===== src/umsr_pkg.sv =====
// ----------------------------------------------------------------------------
// USB-MIDI SysEx reassembler package
// Shared constants, packet code indices and controller state type.
// ----------------------------------------------------------------------------
package umsr_pkg;

  localparam int unsigned BUFFER_BYTES_DEF = 64;

  localparam logic [3:0] CIN_SYSEX_START = 4'h4;
  localparam logic [3:0] CIN_SYSEX_END1  = 4'h5;
  localparam logic [3:0] CIN_SYSEX_END2  = 4'h6;
  localparam logic [3:0] CIN_SYSEX_END3  = 4'h7;

  localparam logic KIND_MESSAGE  = 1'b0;
  localparam logic KIND_OVERFLOW = 1'b1;

  typedef enum logic [2:0] {
    ST_IDLE,
    ST_WRITE,
    ST_READ,
    ST_EMIT,
    ST_OVF
  } state_t;

endpackage


===== src/usb_midi_sysex_reassembler.sv =====
// ----------------------------------------------------------------------------
// USB-MIDI SysEx reassembler
// Collects system exclusive bytes from USB-MIDI event packets in a byte
// memory and reads out each completed message, one byte per request.
// ----------------------------------------------------------------------------
// A SysEx packet is accepted while idle and its bytes are then appended one
// at a time, since the message memory has a single write port. Other code
// indices are taken while idle and ignored. An end packet then reads the
// message out byte by byte via a read state, for the registered memory read,
// and an emit state that waits out any output stall. A packet that would
// overrun the buffer yields one overflow request, or the stored message if it
// is an end packet. No clearing pass is needed after reset.
module usb_midi_sysex_reassembler
  import umsr_pkg::*;
#(
  parameter int unsigned BUFFER_BYTES = BUFFER_BYTES_DEF
) (
  input  logic       clk,
  input  logic       rst_n,
  input  logic       in_valid,
  output logic       in_stall,
  input  logic [3:0] in_code_index,
  input  logic [7:0] in_first_byte,
  input  logic [7:0] in_second_byte,
  input  logic [7:0] in_third_byte,
  output logic       out_valid,
  input  logic       out_stall,
  output logic [7:0] out_message_byte,
  output logic       out_last_byte,
  output logic       out_kind
);

  localparam int unsigned AW = $clog2(BUFFER_BYTES);
  localparam int unsigned FW = $clog2(BUFFER_BYTES + 1);

  logic [7:0] mem [BUFFER_BYTES];

  state_t        state_r, state_nxt;
  logic [FW-1:0] fill_r, fill_nxt;
  logic [FW-1:0] rd_idx_r, rd_idx_nxt;
  logic [1:0]    wr_k_r, wr_k_nxt;
  logic [1:0]    cnt_r, cnt_nxt;
  logic          end_r, end_nxt;
  logic [7:0]    b0_r, b0_nxt, b1_r, b1_nxt, b2_r, b2_nxt;
  logic [7:0]    rd_data_r;
  logic          out_valid_r, out_valid_nxt;
  logic [7:0]    out_byte_r, out_byte_nxt;
  logic          out_last_r, out_last_nxt;
  logic          out_kind_r, out_kind_nxt;

  logic          mem_we;
  logic [7:0]    mem_wd;
  logic [1:0]    in_cnt;
  logic [FW:0]   fill_sum;
  logic          out_free;
  logic          rd_last;

  assign in_stall         = (state_r != ST_IDLE);
  assign out_valid        = out_valid_r;
  assign out_message_byte = out_byte_r;
  assign out_last_byte    = out_last_r;
  assign out_kind         = out_kind_r;

  assign out_free = !out_valid_r || !out_stall;
  assign rd_last  = ((rd_idx_r + 1'b1) == fill_r);
  assign fill_sum = {1'b0, fill_r} + {{(FW - 1){1'b0}}, in_cnt};

  always_comb begin
    case (in_code_index)
      CIN_SYSEX_END1: in_cnt = 2'd1;
      CIN_SYSEX_END2: in_cnt = 2'd2;
      default:        in_cnt = 2'd3;
    endcase
  end

  always_comb begin
    state_nxt     = state_r;
    fill_nxt      = fill_r;
    rd_idx_nxt    = rd_idx_r;
    wr_k_nxt      = wr_k_r;
    cnt_nxt       = cnt_r;
    end_nxt       = end_r;
    b0_nxt        = b0_r;
    b1_nxt        = b1_r;
    b2_nxt        = b2_r;
    out_valid_nxt = out_valid_r && out_stall;
    out_byte_nxt  = out_byte_r;
    out_last_nxt  = out_last_r;
    out_kind_nxt  = out_kind_r;
    mem_we        = 1'b0;
    case (wr_k_r)
      2'd0:    mem_wd = b0_r;
      2'd1:    mem_wd = b1_r;
      default: mem_wd = b2_r;
    endcase
    case (state_r)
      ST_IDLE: begin
        if (in_valid && (in_code_index inside {[CIN_SYSEX_START:CIN_SYSEX_END3]})) begin
          b0_nxt     = in_first_byte;
          b1_nxt     = in_second_byte;
          b2_nxt     = in_third_byte;
          cnt_nxt    = in_cnt;
          end_nxt    = (in_code_index != CIN_SYSEX_START);
          wr_k_nxt   = 2'd0;
          rd_idx_nxt = '0;
          if (fill_sum <= (FW + 1)'(BUFFER_BYTES)) begin
            state_nxt = ST_WRITE;
          end else if (in_code_index != CIN_SYSEX_START) begin
            state_nxt = ST_READ;
          end else begin
            state_nxt = ST_OVF;
          end
        end
      end
      ST_WRITE: begin
        mem_we   = 1'b1;
        fill_nxt = fill_r + 1'b1;
        wr_k_nxt = wr_k_r + 2'd1;
        if (wr_k_r == (cnt_r - 2'd1)) begin
          state_nxt = end_r ? ST_READ : ST_IDLE;
        end
      end
      ST_READ: begin
        state_nxt = ST_EMIT;
      end
      ST_EMIT: begin
        if (out_free) begin
          out_valid_nxt = 1'b1;
          out_byte_nxt  = rd_data_r;
          out_last_nxt  = rd_last;
          out_kind_nxt  = KIND_MESSAGE;
          if (rd_last) begin
            fill_nxt  = '0;
            state_nxt = ST_IDLE;
          end else begin
            rd_idx_nxt = rd_idx_r + 1'b1;
            state_nxt  = ST_READ;
          end
        end
      end
      ST_OVF: begin
        if (out_free) begin
          out_valid_nxt = 1'b1;
          out_byte_nxt  = 8'h00;
          out_last_nxt  = 1'b1;
          out_kind_nxt  = KIND_OVERFLOW;
          fill_nxt      = '0;
          state_nxt     = ST_IDLE;
        end
      end
      default: begin
        state_nxt = ST_IDLE;
      end
    endcase
  end

  always_ff @(posedge clk) begin
    if (!rst_n) begin
      state_r     <= ST_IDLE;
      fill_r      <= '0;
      out_valid_r <= 1'b0;
    end else begin
      state_r     <= state_nxt;
      fill_r      <= fill_nxt;
      out_valid_r <= out_valid_nxt;
    end
  end

  always_ff @(posedge clk) begin
    rd_idx_r   <= rd_idx_nxt;
    wr_k_r     <= wr_k_nxt;
    cnt_r      <= cnt_nxt;
    end_r      <= end_nxt;
    b0_r       <= b0_nxt;
    b1_r       <= b1_nxt;
    b2_r       <= b2_nxt;
    out_byte_r <= out_byte_nxt;
    out_last_r <= out_last_nxt;
    out_kind_r <= out_kind_nxt;
  end

  always_ff @(posedge clk) begin
    if (mem_we) begin
      mem[fill_r[AW-1:0]] <= mem_wd;
    end
    rd_data_r <= mem[rd_idx_r[AW-1:0]];
  end

endmodule


===== config.mk =====
export PLATFORM = sky130hd
export DESIGN_NAME = usb_midi_sysex_reassembler
export DESIGN_NICKNAME = d
export VERILOG_FILES = /design/src/umsr_pkg.sv /design/src/usb_midi_sysex_reassembler.sv
export SDC_FILE = /design/constraint.sdc
export NUM_CORES = 1
export LEC_CHECK = 0
export ABC_CLOCK_PERIOD_IN_PS = 3220
export BUFFER_PORTS_ARGS = -buffer_cell sky130_fd_sc_hd__buf_4
export CAP_MARGIN = 20
export CELL_PAD_IN_SITES_DETAIL_PLACEMENT = 1
export CELL_PAD_IN_SITES_GLOBAL_PLACEMENT = 1
export CORE_ASPECT_RATIO = 0.9
export CORE_MARGIN = 2
export CORE_UTILIZATION = 34
export CTS_CLUSTER_DIAMETER = 150
export DETAILED_ROUTE_END_ITERATION = 6
export PLACE_DENSITY = 0.57
export SLEW_MARGIN = 20
export SYNTH_ARGS = -nofsm -noshare
export SYNTH_HDL_FRONTEND = slang
export SYNTH_SLANG_ARGS = --single-unit

===== constraint.sdc =====
create_clock -name clk -period 3.22 [get_ports clk]
set_input_delay 0.161 -clock clk [delete_from_list [all_inputs] [get_ports clk]]
set_output_delay 0.161 -clock clk [all_outputs]
set_load 0.05 [all_outputs]

==> results of run 1 <==
logic make-up (layout without fill, tap and decap cells):
logic type / after synthesis / in the layout
adder cells (fa/ha/maj): 7 / 7
AO/OA/AOI/OAI: 59 / 59
multiplexers: 162 / 162
buffers and inverters: 80 / 296
flip-flops: 577 / 577
XOR/XNOR: 17 / 17
AND/OR/NAND/NOR: 198 / 198
layout make-up:
type | instances | area [um^2]
Fill cell | 6274 | 38810
Multi-Input combinational cell | 443 | 5236
Clock inverter | 40 | 412.9
Inverter | 13 | 48.80
Tap cell | 864 | 1081
Sequential cell | 577 | 17140
Timing Repair Buffer | 176 | 1559
Clock buffer | 67 | 1528
power by group through the flow:
stage | registers [uW] | clock network [uW] | logic (uW)
2_1_floorplan | 9540 | 0 | 1880
3_3_place_gp | 9520 | 0 | 3230
3_5_place_dp | 9520 | 0 | 3320
4_1_cts | 9360 | 7040 | 3350
5_1_grt | 9380 | 7310 | 3580
6_report | 9360 | 6890 | 3270
synth_stat cells, drive strengths merged (4+ instances only):
master  instances  area (um^2)
inv            13        48.79
nand3          15        75.07
nor2           81        304.0
nand3b          5        37.54
a31oi           5        31.28
dfxtp          19        380.4
a21oi          10        50.05
clkbuf         36        136.4
a22oi          24        180.2
nand2b          4        25.02
and2           11        68.82
xnor2          10        87.58
buf            31        177.7
mux4          160         3603
ha              6        75.07
or2             8        50.05
edfxtp        558        16760
nor2b           7        43.79
xor2            7        61.31
nand2          48        180.2
o21ai           4        20.01
stage by stage:
| step | std cells | power [uW] | hold slack [ps] | util (%) | worst slack (ps) |
|---|---|---|---|---|---|
| after CTS | 2180 | 19750 | 52.70 | 41.03 | 187.6 |
| after global placement | 2043 | 12740 | 340.8 | 37.62 | 234.1 |
| final | 2180 | 19520 | 82.50 | 41.03 | 232.6 |
| after floorplan | 1100 | 11420 | 259.9 | - | 585.1 |
| after detailed placement | 2043 | 12840 | 340.7 | 37.62 | 191.8 |
| after global routing | 2180 | 20270 | 126.2 | 41.03 | 75.27 |
worst register-to-register path, cell delays in order (launching register included):
cell,delay [ps]
edfxtp_1,510
buf_12,400
buf_4,400
mux4_2,360
mux4_2,460
a22oi_1,610
nand2_1,120
flip-flops by register name (all words and copies together) (netlist names):
register / cells
b0_r: 8
b1_r: 8
b2_r: 8
cnt_r: 2
end_r: 1
fill_r: 7
mem: 512
out_kind: 1
out_last_byte: 1
out_message_byte: 8
out_valid: 1
rd_data_r: 8
rd_idx_r: 7
state_r: 3
wr_k_r: 2
worst paths after layout:
path | from | end | slack (ps) | cells after the start
setup / recovery | rd_idx_r[1]$_SDFFCE_PN0P_ | rd_data_r[5]$_DFF_P_ | 230 | 6
hold / removal | in_code_index[3] | cnt_r[1]$_DFFE_PP_ | 80 | 4
setup reg to reg | rd_idx_r[1]$_SDFFCE_PN0P_ | rd_data_r[5]$_DFF_P_ | 230 | 6
hold reg to reg | rd_data_r[2]$_DFF_P_ | out_message_byte[2]$_SDFFCE_PP0P_ | 510 | 1
layer usage:
layer	share of wire (%)	routed length [um]	global-route usage [%]
met5	0.021	12	0
met4	2.1	1195	4.481
met3	5.3	2968	3.180
met2	47	26260	25.66
met1	46	25420	23.45
==> impl_metrics.ini, run 1 <==
[placement]
io_buffers = 43
place_area_um2 = 24760
gp_congestion = 0.7327
hpwl_mm = 34.83

[floorplan]
io_pins = 44
initial_core_util_pct = 34.50
die_h_um = 249.1
die_area_um2 = 68860
design.core.area_um2 = 65810
die_width_um = 276.4
row_count = 89

[route]
drt-initial-drc-count = 799
avgRoutedWirePerCell_um = 25.62
wl_mm = 55.86
route.detailed.drc = 0
via_per_inst = 5.174
final_antenna_net_count = 0
vias = 11280
first_pass_iters = 5

[worst_hold_path]
min_path_type = in2reg

[synthesis]
synth-simple-area-share_pct = 4.045
ys_ff_latch = 577
synthXorXnorAreaFrac_pct = 0.6558
ys.flop_type = edfxtp_1
syn_inst = 1100
synth-edff-count = 558
netlist_area_um2 = 22700
synthArstFlopShare_pct = 0
syn_area_per_cell_um2 = 20.64
ys_seq_area_share_pct = 75.48
yosys.area_share.adder_pct = 0.4188
synthMuxAreaShare_pct = 15.96
synth_compound_area_share_pct = 1.841
synth_top_family_by_area = multiplexers
ys_types = 54
synth_warnings = 0
syn-num-nets = 1139

[setup_path]
worstPathRequired_ps = 3700
arrival_ps = 3470
end_kind = register
critPathSlowestCell = a22oi_1
cpPeakStageDelay_ps = 610
cp-start-kind = register
crit_buf_inv = 2
path_delay_family = multiplexers
cp_common_cell = mux4_2
cp_cell_sequence = buf_12, buf_4, mux4_2, mux4_2, a22oi_1, nand2_1
critPathMaxFanout = 71
worstSetupPathType = reg2reg

[pwr]
switchingPower_uw = 5092
pwr-share-seq_pct = 47.9
swShare_pct = 26.08
pwr-share-comb_pct = 16.8
p_per_area_nw_per_um2 = 723.0
intPower_uw = 14430
clockPowerShare_pct = 35.3
leakage_uw = 0.008715
ir_drop_v = 0.0003876

[clock_tree]
cts_sinks = 577
cts_setup_buffers = 0
numCtsBuffers = 59
cts_tree = yes
cts_root_buf = clkbuf_16
clock_latency_ps = 620
hold_buffers = 30
ctsResizeCount = 0
path_clk_slew_ps = 60
clk_path_buf_depth = 3
htree_num_levels = 2

[sta]
worstMarginPinSlew_ps = 1003
period_needed_ps = 2987
setup_viol = 0
finalMaxSlewViolations = 0
rsz0062_at_grt = false
period_share_pct = 92.78
skew_ps = 29.49
relSlewSlack_pct = 32.91
hold_violations = 0
fin_tns_setup_ps = 0
max_freq_ghz = 0.3347

[layout]
layout_common_cells = edfxtp_1, mux4_2, buf_4
nets = 1309
drive_gt1_share_pct = 31.08
antenna_cells = 0
design_area_um2 = 27000
area_delta_synth_final_pct = 18.94
final_common_cell = edfxtp_1

[global_routing]
grt_overflow_total = 0
grtUsageTotal_pct = 16.39
grt_pass1_wl_mm = 82.76
grt_pass1_vias = 11899
grt_max_degree = 72
antenna_found_initial = 1

[status]
status = complete, no violations

[flow_run]
cap_viol_max_count = 0
(Power assumes the default switching activity.)
==> run 2, diff against run 1 <==
BUFFER_PORTS_ARGS = unset   (was -buffer_cell sky130_fd_sc_hd__buf_4)
DONT_BUFFER_PORTS = 1   (was unset)
PLACE_DENSITY = 0.56   (was 0.57)
==> impl_metrics.ini, run 2 (synthesis gave the netlist of run 1 again) <==
[global_routing]
grt_pass1_vias = 11715
grt_overflow_total = 0
grt_max_degree = 66
antenna_found_initial = 3
grtUsageTotal_pct = 16.02
grt_pass1_wl_mm = 81.29

[layout]
area_delta_synth_final_pct = 17.67
largest_reg_flops = 512
final_util_pct = 40.59
fin_cells = 2137
nFillCells = 6227
final_common_cell = edfxtp_1
drive_gt1_share_pct = 28.59
nets = 1262
antenna_cells = 0
layout_common_cells = edfxtp_1, mux4_2, nor2_1

[sta]
hold_violations = 0
setup_viol = 0
fin_ws_ps = 416.5
relSlewSlack_pct = 42.46
rsz0062_at_grt = false
max_freq_ghz = 0.3567
fin_tns_setup_ps = 0
worstMarginPinSlew_ps = 860.0
period_needed_ps = 2804
period_share_pct = 87.07
skew_ps = 19.76
finalMaxSlewViolations = 0

[placement]
dp_slack_ps = 323.5
gp_congestion = 0.7371
placedCellCount = 1992
io_buffers = 0
hpwl_mm = 33.55

[route]
m1WireLength_mm = 25.80
wl_mm = 54.78
drt-initial-drc-count = 760
via_per_inst = 5.171
first_pass_iters = 5
dr_wl_met2_mm = 25.41
route.detailed.drc = 0
avgRoutedWirePerCell_um = 25.63
vias = 11051
met3_length_mm = 2.452
dr.max_layer_used = met5
final_antenna_net_count = 0

[clock_tree]
numCtsBuffers = 60
cts_root_buf = clkbuf_16
htree_num_levels = 2
clk_path_buf_depth = 3
path_clk_slew_ps = 70
cts_tree = yes
clock_latency_ps = 640
cts_sinks = 577

[setup_path]
r2r_slack_ps = 420
cp-start-kind = register
worstSetupPathType = reg2reg
critPathMaxFanout = 25
worstPathRequired_ps = 3730
reg2reg_depth = 7
end_kind = register
arrival_ps = 3310

[worst_hold_path]
min_path_type = in2reg
min_path_cells = 1

[floorplan]
die_h_um = 249.1
io_pins = 44
die_width_um = 276.4
initial_core_util_pct = 34.50
die_area_um2 = 68860
design.core.area_um2 = 65810
row_count = 89

[status]
status = complete, no violations

[flow_run]
cap_viol_max_count = 0

[pwr]
ir_drop_v = 0.0005678
leakage_uw = 0.008502
p_per_area_nw_per_um2 = 732.9
## run 2: path summary, 6_finish.rpt
path,from,end
max,rd_idx_r[0]$_SDFFCE_PN0P_,rd_data_r[1]$_DFF_P_
min,in_second_byte[0],b1_r[0]$_DFFE_PP_
max reg2reg,rd_idx_r[0]$_SDFFCE_PN0P_,rd_data_r[1]$_DFF_P_
min reg2reg,rd_data_r[3]$_DFF_P_,out_message_byte[3]$_SDFFCE_PP0P_
## run 2: routing by layer
layer | track usage [%] | vias to the layer above
met3 | 2.448 | 79
li1 | - | 4747
met2 | 24.58 | 242
met5 | 0 | -
met1 | 23.86 | 5979
met4 | 4.215 | 4
## run 2: metrics by stage
stage	hold WS (ps)	instance area [um^2]	power, uW
finish	154.6	26710	19580
global route	129.3	26710	20350
CTS	107.6	26710	19850
detailed placement	259.9	24420	12890
global placement	259.9	24420	12770
floorplan	259.9	22700	11420
## run 2: cell type report
class                           instances  area (um^2)  area share (%)
Sequential cell                       577        17140           64.15
Tap cell                              864         1081           4.047
Clock inverter                         39        387.9           1.452
Timing Repair Buffer                  128         1244           4.656
Inverter                               13        48.80          0.1827
Multi-Input combinational cell        443         5236           19.60
Clock buffer                           73         1580           5.915
## run 2: worst max-delay path: stages (launching register included)
cell	delay, ps
edfxtp_1	470
buf_12	290
buf_4	230
buf_4	180
mux4_2	510
mux4_2	460
a22oi_1	420
nand2_1	100
## run 2: timing repair
action,CTS,global route
hold buffers,33,0
hold endpoints to repair,41,0
gates resized for setup,0,0
setup buffers,0,0
## run 2: where the power goes
group	switching (uW)	total (uW)	internal, uW	leakage [uW]
clock network	2970	6900	3920	0.000961
logic	2130	3270	1140	0.00235
registers	183	9410	9230	0.00519
total	5280	19600	14300	0.00850
